[config.mk]
export PLATFORM = sky130hd
export DESIGN_NAME = md5fl_lane
export DESIGN_NICKNAME = d
export VERILOG_FILES = /design/src/hdl/md5fl_pkg.sv /design/src/hdl/md5fl_lane.sv
export SDC_FILE = /design/constraint.sdc
export NUM_CORES = 2
export LEC_CHECK = 0
export BUFFER_PORTS_ARGS = -buffer_cell sky130_fd_sc_hd__clkbuf_2
export CORE_ASPECT_RATIO = 0.8
export CORE_MARGIN = 5
export CORE_UTILIZATION = 57
export DETAILED_ROUTE_END_ITERATION = 10
export MAX_ROUTING_LAYER = met4
export PLACE_DENSITY_LB_ADDON = 0.12
export SLEW_MARGIN = 15
export SYNTH_ARGS = -nofsm -noshare
export SYNTH_HDL_FRONTEND = slang
export SYNTH_SLANG_ARGS = --single-unit
[constraint.sdc]
create_clock -name clk -period 16.7 [get_ports clk]
set_clock_uncertainty 0.15 [all_clocks]
set_input_delay 3.34 -clock clk [delete_from_list [all_inputs] [get_ports clk]]
set_output_delay 3.34 -clock clk [all_outputs]
set_load 0.01 [all_outputs]
[src/hdl/md5fl_pkg.sv]
`timescale 1ns / 1ps
// ----------------------------------------------------------------------------
// md5fl_pkg: shared types, constants and functions
// Item types, lane control struct, MD5 step constants and byte helpers.
// ----------------------------------------------------------------------------
package md5fl_pkg;

  // Number of hashing lanes; digests go out for at most four of them.
  localparam int LANE_COUNT = 4;
  localparam int EMIT_COUNT = (LANE_COUNT < 4) ? LANE_COUNT : 4;

  localparam logic [31:0] INIT_A = 32'h67452301;
  localparam logic [31:0] INIT_B = 32'hefcdab89;
  localparam logic [31:0] INIT_C = 32'h98badcfe;
  localparam logic [31:0] INIT_D = 32'h10325476;

  localparam logic [7:0] PAD_MARK   = 8'h80;
  localparam logic [5:0] LEN_START  = 6'd56;
  localparam logic [5:0] LAST_POS   = 6'd63;
  localparam logic [5:0] LAST_ROUND = 6'd63;

  typedef struct packed {
    logic [7:0] lane0_byte;
    logic [7:0] lane1_byte;
    logic [7:0] lane2_byte;
    logic [7:0] lane3_byte;
    logic       byte_valid;
    logic       message_end;
  } in_item_t;

  typedef struct packed {
    logic [1:0]  lane_index;
    logic [63:0] digest_front;
    logic [63:0] digest_back;
    logic        final_digest;
  } out_item_t;

  // Control that the sequencer sends to every lane.
  typedef struct packed {
    logic       push;
    logic [5:0] fill;
    logic       round_en;
    logic [5:0] round;
    logic       chain_init;
  } lane_ctl_t;

  // Additive constant of each step.
  function automatic logic [31:0] round_add(input logic [5:0] i);
    logic [31:0] k;
    case (i)
      6'd0:  k = 32'hd76aa478; 6'd1:  k = 32'he8c7b756; 6'd2:  k = 32'h242070db;
      6'd3:  k = 32'hc1bdceee; 6'd4:  k = 32'hf57c0faf; 6'd5:  k = 32'h4787c62a;
      6'd6:  k = 32'ha8304613; 6'd7:  k = 32'hfd469501; 6'd8:  k = 32'h698098d8;
      6'd9:  k = 32'h8b44f7af; 6'd10: k = 32'hffff5bb1; 6'd11: k = 32'h895cd7be;
      6'd12: k = 32'h6b901122; 6'd13: k = 32'hfd987193; 6'd14: k = 32'ha679438e;
      6'd15: k = 32'h49b40821; 6'd16: k = 32'hf61e2562; 6'd17: k = 32'hc040b340;
      6'd18: k = 32'h265e5a51; 6'd19: k = 32'he9b6c7aa; 6'd20: k = 32'hd62f105d;
      6'd21: k = 32'h02441453; 6'd22: k = 32'hd8a1e681; 6'd23: k = 32'he7d3fbc8;
      6'd24: k = 32'h21e1cde6; 6'd25: k = 32'hc33707d6; 6'd26: k = 32'hf4d50d87;
      6'd27: k = 32'h455a14ed; 6'd28: k = 32'ha9e3e905; 6'd29: k = 32'hfcefa3f8;
      6'd30: k = 32'h676f02d9; 6'd31: k = 32'h8d2a4c8a; 6'd32: k = 32'hfffa3942;
      6'd33: k = 32'h8771f681; 6'd34: k = 32'h6d9d6122; 6'd35: k = 32'hfde5380c;
      6'd36: k = 32'ha4beea44; 6'd37: k = 32'h4bdecfa9; 6'd38: k = 32'hf6bb4b60;
      6'd39: k = 32'hbebfbc70; 6'd40: k = 32'h289b7ec6; 6'd41: k = 32'heaa127fa;
      6'd42: k = 32'hd4ef3085; 6'd43: k = 32'h04881d05; 6'd44: k = 32'hd9d4d039;
      6'd45: k = 32'he6db99e5; 6'd46: k = 32'h1fa27cf8; 6'd47: k = 32'hc4ac5665;
      6'd48: k = 32'hf4292244; 6'd49: k = 32'h432aff97; 6'd50: k = 32'hab9423a7;
      6'd51: k = 32'hfc93a039; 6'd52: k = 32'h655b59c3; 6'd53: k = 32'h8f0ccc92;
      6'd54: k = 32'hffeff47d; 6'd55: k = 32'h85845dd1; 6'd56: k = 32'h6fa87e4f;
      6'd57: k = 32'hfe2ce6e0; 6'd58: k = 32'ha3014314; 6'd59: k = 32'h4e0811a1;
      6'd60: k = 32'hf7537e82; 6'd61: k = 32'hbd3af235; 6'd62: k = 32'h2ad7d2bb;
      default: k = 32'heb86d391;
    endcase
    return k;
  endfunction

  // Left rotate amount of each step.
  function automatic logic [4:0] rot_amount(input logic [5:0] i);
    logic [4:0] s;
    case ({i[5:4], i[1:0]})
      4'd0:  s = 5'd7;  4'd1:  s = 5'd12; 4'd2:  s = 5'd17; 4'd3:  s = 5'd22;
      4'd4:  s = 5'd5;  4'd5:  s = 5'd9;  4'd6:  s = 5'd14; 4'd7:  s = 5'd20;
      4'd8:  s = 5'd4;  4'd9:  s = 5'd11; 4'd10: s = 5'd16; 4'd11: s = 5'd23;
      4'd12: s = 5'd6;  4'd13: s = 5'd10; 4'd14: s = 5'd15;
      default: s = 5'd21;
    endcase
    return s;
  endfunction

  // Message word used by each step.
  function automatic logic [3:0] word_index(input logic [5:0] i);
    logic [3:0] lo;
    logic [3:0] g;
    lo = i[3:0];
    case (i[5:4])
      2'd0:    g = lo;
      2'd1:    g = 4'((lo << 2) + lo + 4'd1);
      2'd2:    g = 4'((lo << 1) + lo + 4'd5);
      default: g = 4'((lo << 3) - lo);
    endcase
    return g;
  endfunction

  // Two chaining words as eight bytes, lowest byte first.
  function automatic logic [63:0] swap_pair(input logic [31:0] hi, input logic [31:0] lo);
    return {hi[7:0], hi[15:8], hi[23:16], hi[31:24],
            lo[7:0], lo[15:8], lo[23:16], lo[31:24]};
  endfunction

endpackage

[src/hdl/md5fl_lane.sv]
`timescale 1ns / 1ps
// ----------------------------------------------------------------------------
// md5fl_lane: one MD5 hashing lane
// Holds a 64-byte block and the chaining words; runs one step per cycle while round_en is high.
// ----------------------------------------------------------------------------
module md5fl_lane
  import md5fl_pkg::*;
(
  input  logic            clk,
  input  logic            rst_n,
  input  lane_ctl_t       ctl,
  input  logic [7:0]      lane_byte,
  output logic [3:0][31:0] chain
);

  logic [15:0][31:0] blk_r;
  logic [3:0][31:0]  chain_r, chain_nxt;
  logic [31:0] a_r, b_r, c_r, d_r;
  logic [31:0] a_in, b_in, c_in, d_in;
  logic [31:0] f, t, b_new;
  logic [63:0] rot_w;

  // Block buffer: one byte written per push, little-endian within a word.
  always_ff @(posedge clk) begin
    if (ctl.push) begin
      blk_r[ctl.fill[5:2]][{ctl.fill[1:0], 3'b000} +: 8] <= lane_byte;
    end
  end

  // The first step starts from the chaining words.
  always_comb begin
    if (ctl.round == '0) begin
      a_in = chain_r[0]; b_in = chain_r[1]; c_in = chain_r[2]; d_in = chain_r[3];
    end else begin
      a_in = a_r; b_in = b_r; c_in = c_r; d_in = d_r;
    end
    case (ctl.round[5:4])
      2'd0:    f = (b_in & c_in) | (~b_in & d_in);
      2'd1:    f = (b_in & d_in) | (c_in & ~d_in);
      2'd2:    f = b_in ^ c_in ^ d_in;
      default: f = c_in ^ (b_in | ~d_in);
    endcase
    t = a_in + f + blk_r[word_index(ctl.round)] + round_add(ctl.round);
    rot_w = {t, t} << rot_amount(ctl.round);
    b_new = b_in + rot_w[63:32];
  end

  // Step registers.
  always_ff @(posedge clk) begin
    if (ctl.round_en) begin
      a_r <= d_in;
      b_r <= b_new;
      c_r <= b_in;
      d_r <= c_in;
    end
  end

  // Chaining words load the MD5 initial values on reset or chain_init and fold in the result on the last step.
  always_comb begin
    chain_nxt = chain_r;
    if (!rst_n || ctl.chain_init) begin
      chain_nxt = {INIT_D, INIT_C, INIT_B, INIT_A};
    end else if (ctl.round_en && ctl.round == LAST_ROUND) begin
      chain_nxt[0] = chain_r[0] + d_in;
      chain_nxt[1] = chain_r[1] + b_new;
      chain_nxt[2] = chain_r[2] + b_in;
      chain_nxt[3] = chain_r[3] + c_in;
    end
  end

  always_ff @(posedge clk) begin
    chain_r <= chain_nxt;
  end

  assign chain = chain_r;

endmodule

Word-level counts from Yosys, hierarchy flattened

Memory sizes are Yosys's and may differ from the RTL's.
Index checks and enable logic that the tools add are counted.

$add $sub $neg: 14
$mul: 0
Shifts and indexed selects: 3
Equality and inequality tests: 3
Bitwise logic cells: 12
Order comparisons: 3
Divide/modulo/power cells: 0
Mux-type cells: 11
Reductions and logical operators: 6

Operator list:

| cell                                                                                 | count |
|---|---|
| 512-bit bitwise mux                                                                  | 1 |
| 32-bit adder                                                                         | 8 |
| 32-bit 2-to-1 mux                                                                    | 6 |
| 32-bit AND                                                                           | 4 |
| 32-bit binary-select mux with 4-bit select                                           | 1 |
| 32-bit demux with 4-bit select                                                       | 1 |
| 32-bit bitwise OR                                                                    | 3 |
| 32-bit one-hot mux with 3 select lines                                               | 1 |
| 32-bit bitwise XOR                                                                   | 3 |
| 32-bit inverter                                                                      | 2 |
| 64-bit by 5-bit left shift with 64-bit output                                        | 1 |
| 8-bit by 7-bit variable shift with 32-bit output (first input constant)              | 1 |
| 8-bit by 7-bit variable part select with 32-bit output                               | 1 |
| 4-bit one-hot mux with 3 select lines                                                | 1 |
| 4-bit by 5-bit less-than comparator with 1-bit output (second input constant)        | 2 |
| 4-bit adder                                                                          | 2 |
| 5-bit negator with 7-bit output                                                      | 1 |
| 6-bit == test (second input constant)                                                | 1 |
| 6-bit zero test                                                                      | 1 |
| 4-bit by 1-bit adder with 4-bit output (second input constant)                       | 1 |
| 4-bit by 3-bit adder with 4-bit output (second input constant)                       | 1 |
| 4-bit by 1-bit greater-or-equal comparator with 1-bit output (second input constant) | 1 |
| 4-bit subtractor                                                                     | 1 |
| 2-bit by 1-bit == test with 1-bit output (second input constant)                     | 1 |
| other kinds (5)                                                                      | 6 |

Register bits after elaboration: 768
Memories: 2
Bits in read-only memories: 2128
Latch bits: 0
Word-level logic and storage cells: 78
Input port bits: 25
Memory bits (writable): 0

Memories:

| name             | words | width | rd ports | clocked after Yosys merged registers in | write ports | line            | text |
|---|---|---|---|---|---|---|---|
| (name not given) | 64    | 32    | 1        | 0                                       | 0           | md5fl_pkg.sv:50 | `case (i)` |
| (name not given) | 16    | 5     | 1        | 0                                       | 0           | md5fl_pkg.sv:80 | `case ({i[5:4], i[1:0]})` |

Longest topological paths before layout

Depth in word-level cells: 12
Depth in mapped cells: 65
Depth with buffers taken out: 58

Worst setup path after synthesis

Ideal clock, no wire load.

Path type: input-to-reg
Start point: input port ctl[1] (netlist name)
End point: register chain_r, in the netlist chain[63]
Path slack: 0.550 ns
Arrival time: 15.928 ns
Stages on the path: 58
Cells stage by stage: clkbuf_1 > inv_1 > clkbuf_1 > ha_1 > nor4bb_4 > buf_6 > buf_8 > buf_6 > buf_2 > buf_1 > buf_1 > buf_1 > clkbuf_1 > mux2_2 > fa_1 > fa_1 > ha_1 > inv_1 > (+22 left out) > a21oi_1 > o21ai_0 > a21oi_1 > nand2b_1 > a211oi_1 > ha_1 > a21o_1 > a21oi_1 > inv_1 > o31a_1 > a311o_1 > o41ai_1 > o21ai_0 > o21ai_0 > o21a_1 > o21ai_0 > a21oi_2 > mux2i_1

Cells in the longest elaborated chain, start to end: 12

RTL lines:

| element                                       | line                                                 | text |
|---|---|---|
| start: declaration                            | md5fl_lane.sv:11                                     | `input lane_ctl_t ctl,` |
| 6-bit zero test                               | md5fl_lane.sv:32                                     | `if (ctl.round == '0) begin` |
| 32-bit 2-to-1 mux                             | md5fl_lane.sv:32                                     |  |
| 32-bit inverter (on tied branches)            | md5fl_lane.sv:39, md5fl_lane.sv:41, md5fl_lane.sv:38 |  |
| 32-bit bitwise OR (tied with other cells)     | md5fl_lane.sv:41                                     | `default: f = c_in ^ (b_in \| ~d_in);` |
| 32-bit bitwise XOR (tied with other cells)    | md5fl_lane.sv:41                                     |  |
| 32-bit one-hot mux with 3 select lines        | md5fl_lane.sv:37                                     | `case (ctl.round[5:4])` |
| 32-bit adder (3 in a row)                     | md5fl_lane.sv:43                                     | `t = a_in + f + blk_r[word_index(ctl.round)] + round_add(ctl.round);` |
| 64-bit by 5-bit left shift with 64-bit output | md5fl_lane.sv:44                                     | `rot_w = {t, t} << rot_amount(ctl.round);` |
| 32-bit adder (*)                              | md5fl_lane.sv:45                                     | `b_new = b_in + rot_w[63:32];` |
| net b_new[12]                                 | md5fl_lane.sv:20                                     | `logic [31:0] f, t, b_new;` |
| 32-bit adder (*)                              | md5fl_lane.sv:65                                     | `chain_nxt[1] = chain_r[1] + b_new;` |
| end signal: assignment                        | md5fl_lane.sv:72                                     | `chain_r <= chain_nxt;` |
| end: declaration                              | md5fl_lane.sv:17                                     | `logic [3:0][31:0] chain_r, chain_nxt;` |

Mark *: on every way through the listed nets, which the timed path passes. The rest lies on a longest branch. The select of a mux whose other input is x is not followed.
A chain may end at the register's enable or synchronous reset.

Worst setup path in the final report

Start point: input port ctl[2] (netlist name)
End point: register chain_r, in the netlist chain[63]

The elaborated chain is that of the path after synthesis.

==> out/qor.csv <==
metric,value,unit
cts-htree-levels,3,
dp_hpwl,112,mm
maxSlewHeadroom,20.0,%
num_vias,37100,
final_max_slew_viol_count,0,
required,17.13,ns
status,completed,
synth_cell_types,97,
synth_area_leader_cell,edfxtp_1,
die-area,89500,sq um
die_x,333,um
clockBufferDepth,3,
wire_per_inst,27.3,um
crit_slowest_cell,mux4_2,
synth_fp_nets,4638,
io_pins,153,
synthTopCellsByArea,"edfxtp_1, mux4_2, dfxtp_1",
cp_num_buf_inv,9,
finalHoldViolations,0,
r2r_setup_slack,4.74,ns
grt_pass1_vias,34000,
port_buffers,152,
path_clk_slew,0.06,ns
cts_tree,built,
cts.sink_count,768,
synthesis.area,47600,sq um
dr.first_iter.drc_count,4935,
avgSynthCellArea,11.0,sq um
seq_area_frac_synth,45.7,%
placed_area,50000,sq um
fin_ws,0.945,ns
synth_edf_count,640,
clk_latency,0.67,ns
setup_viol,0,
grt_pass1_wl,227,mm
routed_via_density,6.62,
antenna_found_initial,4,
grt_overflow,0,
final_nets,4739,
crit_arrival,16.19,ns
ys.warnings.count,0,
grt_max_degree,155,
postCtsHoldBufs,0,
cts_buffers,79,
critical_path_class,primary input to flop,
min-delay-path-class,flop to flop,
start_util,57.7,%
period_needed,15.75,ns
drive_gt1_share,16.0,%
start_kind,primary input,
fin_setup_tns,0,ns
synth_ff_type,edfxtp_1,
dp_cells,5462,
endpoint_kind,flop,
synth_top_area_share,40.3,%
async_flop_share,0,%
grt_usage,34.6,%
synth_most_common_cell,edfxtp_1,
num_rows,94,
max_freq,0.0635,GHz
synth_common_cells,"edfxtp_1, nand2_1, nor2_1",
worst-slew-pin-transition,1.19,ns
core_area,82600,sq um
stdcell_area,52600,sq um
timing.final.crit_share,94.3,%
syn_to_final_growth,10.5,%
stdcell_count,5607,
pre_cts_slack,0.437,ns
critical-path-max-stage-delay,0.77,ns
crit_fanout,27,
gp_congestion,1.00,
rsz0062_at_grt,false,
dr.pass1.iters,6,
drv_cap,0,
ant_nets,0,
die_y,269,um
routed_wl,153,mm
root_buffer,clkbuf_16,
synthCells,4339,
ys_seq_elements,768,
post-route-drc-count,0,
n_fill_cell,6548,
critical-path-top-delay-family,compound AO/OA/AOI/OAI gates,
==> final timing paths <==
path,start,endpoint,cells after the start
max reg2reg,chain[33],chain[63],52
min,chain[118],chain[118],2
max,ctl[2],chain[63],56
min reg2reg,chain[118],chain[118],2
==> final cells by class <==
cell class | instances | area (sq um) | share of cell area (%)
clock buffer | 99 | 2150 | 4.08
inverter | 149 | 559 | 1.06
sequential | 768 | 21800 | 41.4
multi-input combinational | 3182 | 24400 | 46.4
timing repair buffer | 260 | 1810 | 3.45
antenna | 1 | 2.50 | 0.00475
clock inverter | 44 | 508 | 0.965
tap | 1104 | 1380 | 2.62
==> registers in the layout, summed over array words and instances (netlist names) <==
signal / count
a_r: 32
b_r: 32
c_r: 32
d_r: 32
chain: 128
blk_r: 512
==> worst min-delay path: stages (launching register included) <==
cell and delay (ns):
dfxtp_1 0.34, nand2_1 0.07, a21oi_1 0.05
==> cells by family after synthesis <==
kind of cell    synth area share [%]
xor+xnor                        3.44
flops                           45.7
compound gates                  15.3
fa+ha+maj                       9.00
simple gates                    11.4
mux                             12.0
buf+inv                         3.20
==> cell usage in the layout (no fill, tap or decap), types with 92 or more instances in the layout <==
| cell type | count |
|---|---|
| a31oi_1 | 104 |
| mux4_2 | 130 |
| clkbuf_2 | 147 |
| o21ai_0 | 190 |
| dfxtp_1 | 128 |
| a21oi_1 | 335 |
| xnor2_1 | 123 |
| mux2_2 | 139 |
| mux2i_1 | 115 |
| nand2_1 | 389 |
| buf_4 | 92 |
| ha_1 | 204 |
| edfxtp_1 | 640 |
| inv_1 | 143 |
| nor2_1 | 350 |
| nand3_1 | 111 |
==> repair_timing <==
action / 4_1_cts / 5_1_grt
gates resized for setup: 0 / 2
endpoints found under the setup margin: 0 / 1
setup buffers: 0 / 1
==> routing by layer <==
layer	wire length (um)	part of all wire [%]	vias up	GRT usage, %
met5	0	0	-	-
met4	3960	2.6	0	8.36
met3	17400	11	237	7.04
met2	63200	41	2046	46.9
met1	68600	45	18200	53.4
li1	-	-	16600	-
==> metrics by stage <==
stage                     hold WS, ns  utilization (%)
after CTS                       0.348             63.7
after detailed placement        0.341             60.5
after floorplan                 0.351                -
after global placement          0.332             60.5
after global routing            0.374             63.7
final                           0.352             63.7
Power is not shown: default switching activity piles up to over one toggle a cycle in this logic, so the estimate is an artifact.
